$ cat config.mk
export PLATFORM = sky130hd
export DESIGN_NAME = ntbs_seq
export DESIGN_NICKNAME = d
export VERILOG_FILES = /design/src/design/ntbs_pkg.sv /design/src/design/ntbs_seq.sv
export SDC_FILE = /design/constraint.sdc
export NUM_CORES = 1
export LEC_CHECK = 0
export ABC_AREA = 1
export BUFFER_PORTS_ARGS = -buffer_cell sky130_fd_sc_hd__buf_2
export CAP_MARGIN = 20
export CORE_MARGIN = 2
export CORE_UTILIZATION = 52
export DETAILED_ROUTE_END_ITERATION = 7
export GPL_ROUTABILITY_DRIVEN = 0
export GPL_TIMING_DRIVEN = 0
export PLACE_DENSITY_LB_ADDON = 0.25
export RECOVER_POWER = 100
export SETUP_SLACK_MARGIN = 0.05
export SYNTH_ARGS = -nofsm -noshare
export SYNTH_HDL_FRONTEND = slang
export SYNTH_SLANG_ARGS = --single-unit
$ cat constraint.sdc
create_clock -name clk_i -period 3.3 [get_ports clk_i]
set_input_delay 0.495 -clock clk_i [delete_from_list [all_inputs] [get_ports clk_i]]
set_output_delay 0.495 -clock clk_i [all_outputs]
set_load 0.01 [all_outputs]
$ cat src/design/ntbs_pkg.sv
// ----------------------------------------------------------------------------
// ntbs_pkg
// Shared types, constants and base code helpers for the two-bit base store.
// ----------------------------------------------------------------------------
`default_nettype none

package ntbs_pkg;

  localparam int unsigned MAX_BASES = 65536;
  localparam int unsigned MAX_SPAN  = 64;

  localparam int unsigned POS_W   = $clog2(MAX_BASES);
  localparam int unsigned CNT_W   = POS_W + 1;
  localparam int unsigned ADDR_W  = POS_W - 2;
  localparam int unsigned DEPTH   = MAX_BASES / 4;

  localparam int unsigned MODE_W  = 2;
  localparam int unsigned CHAR_W  = 8;
  localparam int unsigned START_W = 16;
  localparam int unsigned LEN_W   = 7;
  localparam int unsigned STAT_W  = 2;

  localparam logic [CHAR_W-1:0] CH_UA = 8'h41;
  localparam logic [CHAR_W-1:0] CH_UC = 8'h43;
  localparam logic [CHAR_W-1:0] CH_UG = 8'h47;
  localparam logic [CHAR_W-1:0] CH_UT = 8'h54;
  localparam logic [CHAR_W-1:0] CH_LC = 8'h63;
  localparam logic [CHAR_W-1:0] CH_LG = 8'h67;
  localparam logic [CHAR_W-1:0] CH_LT = 8'h74;
  localparam logic [CHAR_W-1:0] CH_NONE = 8'h00;

  typedef enum logic [MODE_W-1:0] {
    MODE_APPEND  = 2'd0,
    MODE_CLEAR   = 2'd1,
    MODE_READ_FW = 2'd2,
    MODE_READ_RC = 2'd3
  } mode_e;

  typedef enum logic [STAT_W-1:0] {
    STAT_OK   = 2'd0,
    STAT_SPAN = 2'd1,
    STAT_FULL = 2'd2
  } status_e;

  typedef enum logic [1:0] {
    ST_IDLE,
    ST_FETCH,
    ST_EMIT
  } seq_state_e;

  typedef struct packed {
    logic             append;
    logic [1:0]       code;
    logic             clear;
    logic             rd_en;
    logic [POS_W-1:0] rd_pos;
  } store_cmd_t;

  typedef struct packed {
    logic              load;
    logic [CHAR_W-1:0] chr;
    logic              last;
    status_e           status;
  } out_word_t;

  function automatic logic [1:0] code_of_char(input logic [CHAR_W-1:0] ch);
    logic [1:0] code;
    case (ch)
      CH_UC, CH_LC: code = 2'd1;
      CH_UG, CH_LG: code = 2'd2;
      CH_UT, CH_LT: code = 2'd3;
      default:      code = 2'd0;
    endcase
    return code;
  endfunction

  function automatic logic [CHAR_W-1:0] char_of_code(input logic [1:0] code);
    logic [CHAR_W-1:0] ch;
    case (code)
      2'd0:    ch = CH_UA;
      2'd1:    ch = CH_UC;
      2'd2:    ch = CH_UG;
      default: ch = CH_UT;
    endcase
    return ch;
  endfunction

endpackage

`default_nettype wire

$ cat src/design/ntbs_seq.sv
// ----------------------------------------------------------------------------
// ntbs_seq
// Sequencer: decodes items, checks spans, steps the read position per base.
// ----------------------------------------------------------------------------
`default_nettype none

module ntbs_seq (
  input  wire                            clk_i,
  input  wire                            rst_ni,
  input  wire                            in_valid_i,
  output logic                           in_ready_o,
  input  wire  [ntbs_pkg::MODE_W-1:0]    mode_i,
  input  wire  [ntbs_pkg::CHAR_W-1:0]    base_char_i,
  input  wire  [ntbs_pkg::START_W-1:0]   start_pos_i,
  input  wire  [ntbs_pkg::LEN_W-1:0]     span_length_i,
  input  wire                            out_free_i,
  output ntbs_pkg::out_word_t            out_word_o,
  output ntbs_pkg::store_cmd_t           cmd_o,
  input  wire  [ntbs_pkg::CNT_W-1:0]     count_i,
  input  wire  [1:0]                     code_i
);
  import ntbs_pkg::*;

  seq_state_e       state_q, state_d;
  logic [POS_W-1:0] pos_q, pos_d;
  logic [LEN_W-1:0] left_q, left_d;
  logic             rev_q, rev_d;

  logic             accept;
  logic             span_bad;
  logic [CNT_W-1:0] span_end;
  logic [POS_W-1:0] pos_step;
  logic [1:0]       code_eff;
  mode_e            mode;

  always_ff @(posedge clk_i or negedge rst_ni) begin
    if (!rst_ni) begin
      state_q <= ST_IDLE;
      pos_q   <= '0;
      left_q  <= '0;
      rev_q   <= 1'b0;
    end else begin
      state_q <= state_d;
      pos_q   <= pos_d;
      left_q  <= left_d;
      rev_q   <= rev_d;
    end
  end

  always_comb begin
    mode     = mode_e'(mode_i);
    span_end = CNT_W'(start_pos_i) + CNT_W'(span_length_i);
    span_bad = (span_length_i == '0) || (span_length_i > LEN_W'(MAX_SPAN))
             || (span_end > count_i);
    pos_step = rev_q ? (pos_q - POS_W'(1)) : (pos_q + POS_W'(1));
    code_eff = rev_q ? ~code_i : code_i;

    in_ready_o = (state_q == ST_IDLE) && out_free_i;
    accept     = in_valid_i && in_ready_o;

    state_d = state_q;
    pos_d   = pos_q;
    left_d  = left_q;
    rev_d   = rev_q;

    cmd_o        = '0;
    cmd_o.code   = code_of_char(base_char_i);
    cmd_o.rd_pos = pos_q;

    out_word_o        = '0;
    out_word_o.status = STAT_OK;

    case (state_q)
      ST_IDLE: begin
        if (accept) begin
          case (mode)
            MODE_APPEND: begin
              if (count_i >= CNT_W'(MAX_BASES)) begin
                out_word_o.load   = 1'b1;
                out_word_o.chr    = CH_NONE;
                out_word_o.last   = 1'b1;
                out_word_o.status = STAT_FULL;
              end else begin
                cmd_o.append = 1'b1;
              end
            end
            MODE_CLEAR: begin
              cmd_o.clear = 1'b1;
            end
            default: begin
              if (span_bad) begin
                out_word_o.load   = 1'b1;
                out_word_o.chr    = CH_NONE;
                out_word_o.last   = 1'b1;
                out_word_o.status = STAT_SPAN;
              end else begin
                rev_d   = (mode == MODE_READ_RC);
                left_d  = span_length_i;
                pos_d   = (mode == MODE_READ_RC)
                        ? POS_W'(count_i - CNT_W'(1) - CNT_W'(start_pos_i))
                        : POS_W'(start_pos_i);
                state_d = ST_FETCH;
              end
            end
          endcase
        end
      end
      ST_FETCH: begin
        cmd_o.rd_en = 1'b1;
        state_d     = ST_EMIT;
      end
      ST_EMIT: begin
        if (out_free_i) begin
          out_word_o.load = 1'b1;
          out_word_o.chr  = char_of_code(code_eff);
          out_word_o.last = (left_q == LEN_W'(1));
          left_d          = left_q - LEN_W'(1);
          pos_d           = pos_step;
          if (left_q == LEN_W'(1)) begin
            state_d = ST_IDLE;
          end else begin
            cmd_o.rd_en  = 1'b1;
            cmd_o.rd_pos = pos_step;
          end
        end
      end
      default: begin
        state_d = ST_IDLE;
      end
    endcase
  end

endmodule

`default_nettype wire

==> results of run 1 <==
## flip-flops by register name, summed over array words and instances, names as in the netlist
name / flops
left_q: 7
pos_q: 16
rev_q: 1
state_q: 2
## logic make-up (layout without fill, tap and decap cells)
kind of cell	after synthesis	after routing	share of synthesized area [%]
buf+inv	145	254	12.4
flops	26	26	13.8
compound gates	119	119	14.8
fa+ha+maj	62	62	16.9
mux	1	1	0.212
simple gates	406	407	36.5
other cells	1	3	0.0795
xor+xnor	29	29	5.38
## placed cells by master (no fill, tap or decap), types with 3 or more instances in the layout
cell type  synthesis  final
nand2_1          248    236
inv_1            126    122
buf_2              4     73
nand3_1           65     62
nor2_1            57     56
ha_1              59     52
a21oi_1           50     49
o21ai_0           32     29
dfrtp_1           26     25
buf_4              3     21
xor2_1            17     17
clkbuf_1           5     16
o21ai_2           14     15
nand2_2            3     13
xnor2_1           12     12
nor3_1            12      9
ha_4               0      7
nand4_1            6      6
o21bai_1           5      5
a31oi_1            6      5
buf_6              3      5
nor3_2             1      4
o211ai_1           4      4
nor2_4             2      4
inv_2              0      4
a21o_1             4      4
or2_2              4      4
nand3_2            1      3
conb_1             1      3
clkbuf_8           0      3
## tightest hold or removal path: cells and delay by family, from the launching register on
kind            cells  cell delay, ps
compound gates      1              50
flops               1             370
simple gates        1              70
## layout make-up
class | instances | area, um2
Tap cell | 108 | 135
Inverter | 129 | 487
Buffer | 15 | 106
Clock inverter | 1 | 30.0
Sequential cell | 26 | 654
Clock buffer | 3 | 41.3
Timing Repair Buffer | 106 | 634
Fill cell | 830 | 2970
Multi-Input combinational cell | 621 | 3700
## how the worst min path moves through the flow
stage | from | endpoint | cells past startpoint
floorplan | rst_ni | left_q[0]$_DFFE_PN0P_ | 0
global placement | left_q[6]$_DFFE_PN0P_ | left_q[6]$_DFFE_PN0P_ | 2
detailed placement | left_q[6]$_DFFE_PN0P_ | left_q[6]$_DFFE_PN0P_ | 2
CTS | rst_ni | pos_q[5]$_DFFE_PN0P_ | 1
global route | left_q[6]$_DFFE_PN0P_ | left_q[6]$_DFFE_PN0P_ | 2
finish | left_q[6]$_DFFE_PN0P_ | left_q[6]$_DFFE_PN0P_ | 2
## power groups by stage
stage,clock [mW],sequential [mW],combinational [mW]
3_3_place_gp,0,0.645,2.58
4_1_cts,0.276,0.660,2.90
3_5_place_dp,0,0.652,2.67
2_1_floorplan,0,0.602,2.02
6_report,0.278,0.667,3.06
5_1_grt,0.291,0.688,3.41
## per-stage QoR
step                setup WS (ps)  util, %  power (mW)  setup TNS (ps)
detailed placement           -966     60.6        3.32          -19200
global placement             -931     60.6        3.23          -18130
finish                       -555     66.1        4.01           -9430
CTS                          -563     64.5        3.84           -6100
floorplan                    -144        -        2.62            -367
global route                 -749     66.1        4.38          -17790
## repair_timing
item | 4_1_cts | 5_1_grt
hold endpoints to repair | 0 | 0
hold buffers | 0 | 0
resized for setup | 34 | 22
setup endpoints to repair | 33 | 31
buffers inserted | 9 | 11
pin swaps | 12 | 6
gates cloned | 2 | 0
## metal layers
metal  track usage (%)  vias to the layer above
met5                 0                        -
met4              6.64                        0
met3              2.88                       21
met2              48.8                      189
met1              37.0                     2495
li1                  -                     2761
==> insert_results.sql, run 1 <==
INSERT INTO impl_metrics (metric_group, metric, value, unit) VALUES
('status', 'outcome', 'finished, violations left', ''),
('status', 'failed_checks', 'setup timing', ''),
('global_routing', 'grt_pass1_vias', '5011', ''),
('global_routing', 'grt_max_degree', '27', ''),
('placement', 'dpl.hpwl', '10900', 'um'),
('placement', 'post-place-cells', '984', ''),
('critical_path', 'criticalPathCategory', 'in -> out', ''),
('layout', 'n_antenna_cell', '0', ''),
('floorplanning', 'ioPinCount', '90', ''),
('synthesis', 'synth.lib_cells_used.distinct', '41', ''),
('detailed_routing', 'detail_route.iter0.violations', '248', ''),
('synthesis', 'synth_enable_flop_cells', '0', ''),
('layout', 'ratio_of_cells_with_drive_above_1_in_the_final_layout', '19.3', '%'),
('clock_tree', 'cts_tree', 'done', ''),
('critical_path', 'worst_ep_arrival_time', '3360', 'ps'),
('pwr', 'power.clock.fraction', '6.9', '%'),
('critical_path', 'critical_path.reg2reg.endpoint', 'pos_q[3]$_DFFE_PN0P_', ''),
('placement', 'port-buffer-count', '85', ''),
('critical_path', 'critical_path.startpoint', 'span_length_i[0]', ''),
('pwr', 'power.switching_fraction', '53.3', '%'),
('floorplanning', 'initial_core_utilization', '53.8', '%'),
('synthesis', 'synth_area', '0.00472', 'mm2'),
('detailed_routing', 'detailroute.wirelength.met3', '923', 'um'),
('timing', 'fin_worst_skew', '7.53', 'ps'),
('layout', 'finalInstanceArea', '0.00579', 'mm2'),
('timing', 'holdWs', '505', 'ps'),
('global_routing', 'groute.usage.overall', '27.9', '%'),
('detailed_routing', 'wl_met2', '6770', 'um'),
('synthesis', 'synth.top_cells.by_count', 'nand2_1 (248), inv_1 (126), nand3_1 (65), ha_1 (59), nor2_1 (57)', ''),
('synthesis', 'yosys-top-cells-area', 'nand2_1 (20%), ha_1 (16%), dfrtp_1 (14%)', ''),
('global_routing', 'grt_antenna_before_repair', '0', ''),
('floorplanning', 'core.rowCount', '34', ''),
('synthesis', 'synth-seq-cells', '26', ''),
('clock_tree', 'cts_num_sinks', '26', ''),
('pwr', 'pwr_density_cell', '692', 'mW/mm2'),
('clock_tree', 'cts_h_tree_lvls', '1', ''),
('pwr', 'power.internal', '1.87', 'mW'),
('job', 'cap_violations', '0', ''),
('timing', 'layout_setup_ws', '-555', 'ps'),
('timing', 'slew_violations', '0', ''),
('synthesis', 'synth_most_common_cell', 'nand2_1', ''),
('pwr', 'seq_power_share', '16.7', '%'),
('critical_path', 'worst_r2r_path_depth', '11', ''),
('detailed_routing', 'wl_met1', '5960', 'um'),
('detailed_routing', 'sum_of_routed_wire_length_over_all_layers', '13900', 'um'),
('global_routing', 'grt_first_pass_wirelength', '22900', 'um'),
('floorplanning', 'chipWidth', '99.3', 'um'),
('global_routing', 'globalRouteOverflowTotal', '0', ''),
('pwr', 'pwr-share-comb', '76.4', '%'),
('timing', 'final.min_clock_period', '3860', 'ps'),
('critical_path', 'worstSetupEndpoint', 'out_word_o[2]', ''),
('critical_path', 'critPathTopFamily', 'simple AND/OR/NAND/NOR gates', ''),
('floorplanning', 'dieArea', '0.00985', 'mm2'),
('critical_path', 'worstPathCellList', 'buf_8, ha_4, inv_2, fa_2, nor3_2, nor2_2, o21bai_1, nand2_2, nor3_4, nand3_2, nor2_1, ha_1, nand2_2, inv_2, nand2_1, nand2_1, a21oi_2, nand3_1, nand2_2, nand2_4, a31oi_4, o21ai_2, buf_2', ''),
('clock_tree', 'cts_root_buffer', 'clkbuf_8', ''),
('synthesis', 'synth_top_cell_by_area', 'nand2_1', ''),
('detailed_routing', 'post-route-drc-count', '0', ''),
('detailed_routing', 'drt-wirelength-per-cell', '13.8', 'um'),
('timing', 'final-setup-viol-count', '44', ''),
('critical_path', 'timing.critical_path.slowest_cell_delay', '340', 'ps'),
('synthesis', 'ys_async_sr_fraction', '100', '%'),
('critical_path', 'crit_path_end_kind', 'output pin', ''),
('synthesis', 'count_of_synthesis_stage_warnings_from_yosys', '0', ''),
('clock_tree', 'clkLatencyLatePin', '280', 'ps'),
('layout', 'design.final.nets', '1020', ''),
('critical_path', 'critical-path-top-cell-by-count', 'nand2_2', ''),
('timing', 'layout_worst_path_cycle_share', '117', '%'),
('clock_tree', 'worst_setup_hold_path_clk_slew', '100', 'ps'),
('clock_tree', 'cts_made_buffers', '3', ''),
('synthesis', 'post_synth_inst_count', '789', ''),
('layout', 'instances_no_fill', '1009', '');
No activity file was read; power rests on OpenSTA's default activity.
==> inputs of run 2 (changes only) <==
SKIP_LAST_GASP = 1   (was default)
==> run 2 against run 1 <==
Against the previous run:
- the run still ends with setup timing left
- die area stayed put
- critical path type unchanged
- flip-flop and latch count unchanged
- highest routed layer unchanged
- routed wire length grew 0.11%
- first-iteration DRC count grew 0.81%
- largest cell class unchanged
==> insert_results.sql, run 2 (same netlist as run 1, synthesis figures left out) <==
INSERT INTO impl_metrics (metric_group, metric, value, unit) VALUES
('layout', 'instances_no_fill', '1009', ''),
('clock_tree', 'cts_root_buffer', 'clkbuf_8', ''),
('clock_tree', 'clock_tree.buffer_depth', '2', ''),
('placement', 'place_ws', '-966', 'ps'),
('critical_path', 'cp_bufs_invs', '4', ''),
('pwr', 'power.switching_fraction', '53.3', '%'),
('pwr', 'power.clock.fraction', '6.9', '%'),
('detailed_routing', 'drt-wirelength-per-cell', '13.8', 'um'),
('critical_path', 'timing.critical_path.slowest_cell_delay', '340', 'ps'),
('layout', 'area_growth_from_synthesis_to_final_layout', '22.6', '%'),
('global_routing', 'grt_antenna_before_repair', '0', ''),
('layout', 'design.final.nets', '1020', ''),
('layout', 'ratio_of_cells_with_drive_above_1_in_the_final_layout', '19.3', '%'),
('floorplanning', 'chipWidth', '99.3', 'um'),
('critical_path', 'critical-path-top-cell-by-count', 'nand2_2', ''),
('global_routing', 'grt_max_degree', '27', ''),
('detailed_routing', 'detail_route.iter0.violations', '250', ''),
('pwr', 'power.internal', '1.87', 'mW'),
('critical_path', 'crit_path_top_delay_cell', 'fa_2', ''),
('clock_tree', 'worst_setup_hold_path_clk_slew', '100', 'ps'),
('critical_path', 'crit_path_end_kind', 'output pin', ''),
('floorplanning', 'die-height', '99.3', 'um'),
('layout', 'final.fill_count', '831', ''),
('pwr', 'power_spent_charging_and_discharging_nets', '2.13', 'mW'),
('timing', 'timing.slew.headroom', '1.98', '%'),
('critical_path', 'criticalPathCategory', 'in -> out', ''),
('timing', 'rsz0062_at_grt', 'true', ''),
('pwr', 'seq_power_share', '16.7', '%'),
('critical_path', 'worstPathRequired', '2800', 'ps'),
('timing', 'final-setup-viol-count', '44', ''),
('placement', 'post-place-cells', '984', ''),
('timing', 'slew_violations', '0', ''),
('layout', 'top_regs', 'pos_q: 16 flops, left_q: 7 flops, state_q: 2 flops', ''),
('global_routing', 'grt_first_pass_wirelength', '22800', 'um'),
('detailed_routing', 'vias', '5460', ''),
('detailed_routing', 'detail_route.first_pass.iterations', '5', ''),
('global_routing', 'grt_pass1_vias', '5018', ''),
('layout', 'mostFrequentLayoutCells', 'nand2_1 (236), inv_1 (121), buf_2 (74)', ''),
('clock_tree', 'hold_buffers', '0', ''),
('placement', 'dpl.hpwl', '10900', 'um'),
('pwr', 'ir_worst_vdd', '0.000308', 'V'),
('clock_tree', 'clkLatencyLatePin', '280', 'ps'),
('timing', 'fin_worst_skew', '12.8', 'ps'),
('floorplanning', 'core.rowCount', '34', ''),
('detailed_routing', 'post-route-drc-count', '0', ''),
('timing', 'tns', '-9800', 'ps'),
('pwr', 'pwr_density_cell', '692', 'mW/mm2'),
('clock_tree', 'cts_tree', 'done', ''),
('floorplanning', 'initial_core_utilization', '53.8', '%'),
('global_routing', 'groute.usage.overall', '27.9', '%'),
('timing', 'final.min_clock_period', '3850', 'ps'),
('critical_path', 'critPathLaunchType', 'input pin', ''),
('layout', 'leading_cell_type_in_the_layout_fill_and_taps_excluded', 'nand2_1', ''),
('layout', 'largest_register_ffs', '16', ''),
('global_routing', 'globalRouteOverflowTotal', '0', ''),
('timing', 'timing_hold_violations_final', '0', ''),
('layout', 'top_register', 'pos_q', ''),
('critical_path', 'critPathTopFamily', 'simple AND/OR/NAND/NOR gates', ''),
('layout', 'n_antenna_cell', '0', ''),
('pwr', 'post-layout-total-power', '4.00', 'mW'),
('timing', 'tightestPinTransition', '1470', 'ps'),
('detailed_routing', 'route.antenna.remaining_nets', '0', ''),
('status', 'failed_checks', 'setup timing', ''),
('pwr', 'pwr-share-comb', '76.4', '%'),
('timing', 'max_clock_freq', '260', 'MHz'),
('clock_tree', 'cts_h_tree_lvls', '1', ''),
('floorplanning', 'floorplan.core_area', '0.00876', 'mm2'),
('critical_path', 'worstPathCellList', 'buf_8, ha_4, inv_2, fa_2, nor3_2, nor2_2, o21bai_1, nand2_2, nor3_4, nand3_2, nor2_1, ha_1, nand2_2, inv_2, nand2_1, nand2_1, a21oi_2, nand3_1, nand2_2, nand2_4, a31oi_4, o21ai_1, buf_2', ''),
('floorplanning', 'dieArea', '0.00985', 'mm2'),
('status', 'outcome', 'finished, violations left', ''),
('timing', 'layout_worst_path_cycle_share', '117', '%'),
('timing', 'holdWs', '504', 'ps'),
('detailed_routing', 'sum_of_routed_wire_length_over_all_layers', '13900', 'um'),
('floorplanning', 'ioPinCount', '90', ''),
('clock_tree', 'cts_made_buffers', '3', ''),
('clock_tree', 'cts_num_sinks', '26', ''),
('pwr', 'total_leakage_power', '3.27', 'nW'),
('worst_hold_path', 'min_path_type', 'reg -> reg', ''),
('placement', 'port-buffer-count', '85', ''),
('job', 'cap_violations', '0', ''),
('timing', 'layout_setup_ws', '-553', 'ps'),
('detailed_routing', 'avgViaCountPerCell', '5.41', ''),
('critical_path', 'worst_ep_arrival_time', '3360', 'ps'),
('critical_path', 'critical_path.max_fanout', '3', '');
[run 2: cell counts in the layout (fill, tap and decap cells not counted)]
Identical to the previous run, type by type.
[run 2: tightest hold or removal path, cell delays in order, from the launching register on]
cell	delay (ps)
dfrtp_1	370
nand2_1	70
o21ai_2	50
[run 2: timing repair]
action                                  CTS  global route
cloned                                    2             0
pin swaps                                12             6
gates resized for setup                  32            23
buffers inserted                          9            11
endpoints found under the setup margin   33            31
[run 2: worst paths after layout]
kind	startpoint	endpoint	slack, ps	cells after the start
setup / recovery	span_length_i[0]	out_word_o[2]	-550	23
hold reg to reg	left_q[6]$_DFFE_PN0P_	left_q[6]$_DFFE_PN0P_	500	2
setup reg to reg	state_q[0]$_DFFE_PN0P_	pos_q[3]$_DFFE_PN0P_	880	11
max in group asynchronous	rst_ni	rev_q$_DFFE_PN0P_	1720	1
hold / removal	left_q[6]$_DFFE_PN0P_	left_q[6]$_DFFE_PN0P_	500	2
min in group asynchronous	rst_ni	rev_q$_DFFE_PN0P_	540	1
[run 2: stage by stage]
stage | area (um2) | utilization, %
3_5_place_dp | 5310 | 60.6
2_1_floorplan | 4750 | -
3_3_place_gp | 5310 | 60.6
5_1_grt | 5780 | 66.0
6_report | 5780 | 66.0
4_1_cts | 5650 | 64.4
[run 2: power by group through the flow]
stage	logic, mW	clock network [mW]	registers, mW
after floorplan	2.02	0	0.602
after global placement	2.58	0	0.645
after detailed placement	2.67	0	0.652
after CTS	2.90	0.276	0.660
after global routing	3.40	0.291	0.688
final	3.06	0.275	0.670
[run 2: layer usage]
metal | vias to the layer above | global-route usage (%) | share of wire (%)
met1 | 2499 | 36.9 | 43
li1 | 2761 | - | -
met3 | 15 | 2.88 | 6.8
met2 | 185 | 48.8 | 49
met4 | 0 | 6.64 | 1.5
met5 | - | 0 | 0
[run 2: area by class of cell]
cell class / instances / area, um2 / area share [%]
well taps: 108 / 135 / 2.34
plain buffers: 15 / 106 / 1.84
clock inverters: 1 / 30.0 / 0.519
multi-input cells: 621 / 3700 / 63.9
repair buffers: 106 / 632 / 10.9
inverters: 129 / 487 / 8.42
flip-flops and latches: 26 / 654 / 11.3
clock buffers: 3 / 41.3 / 0.714
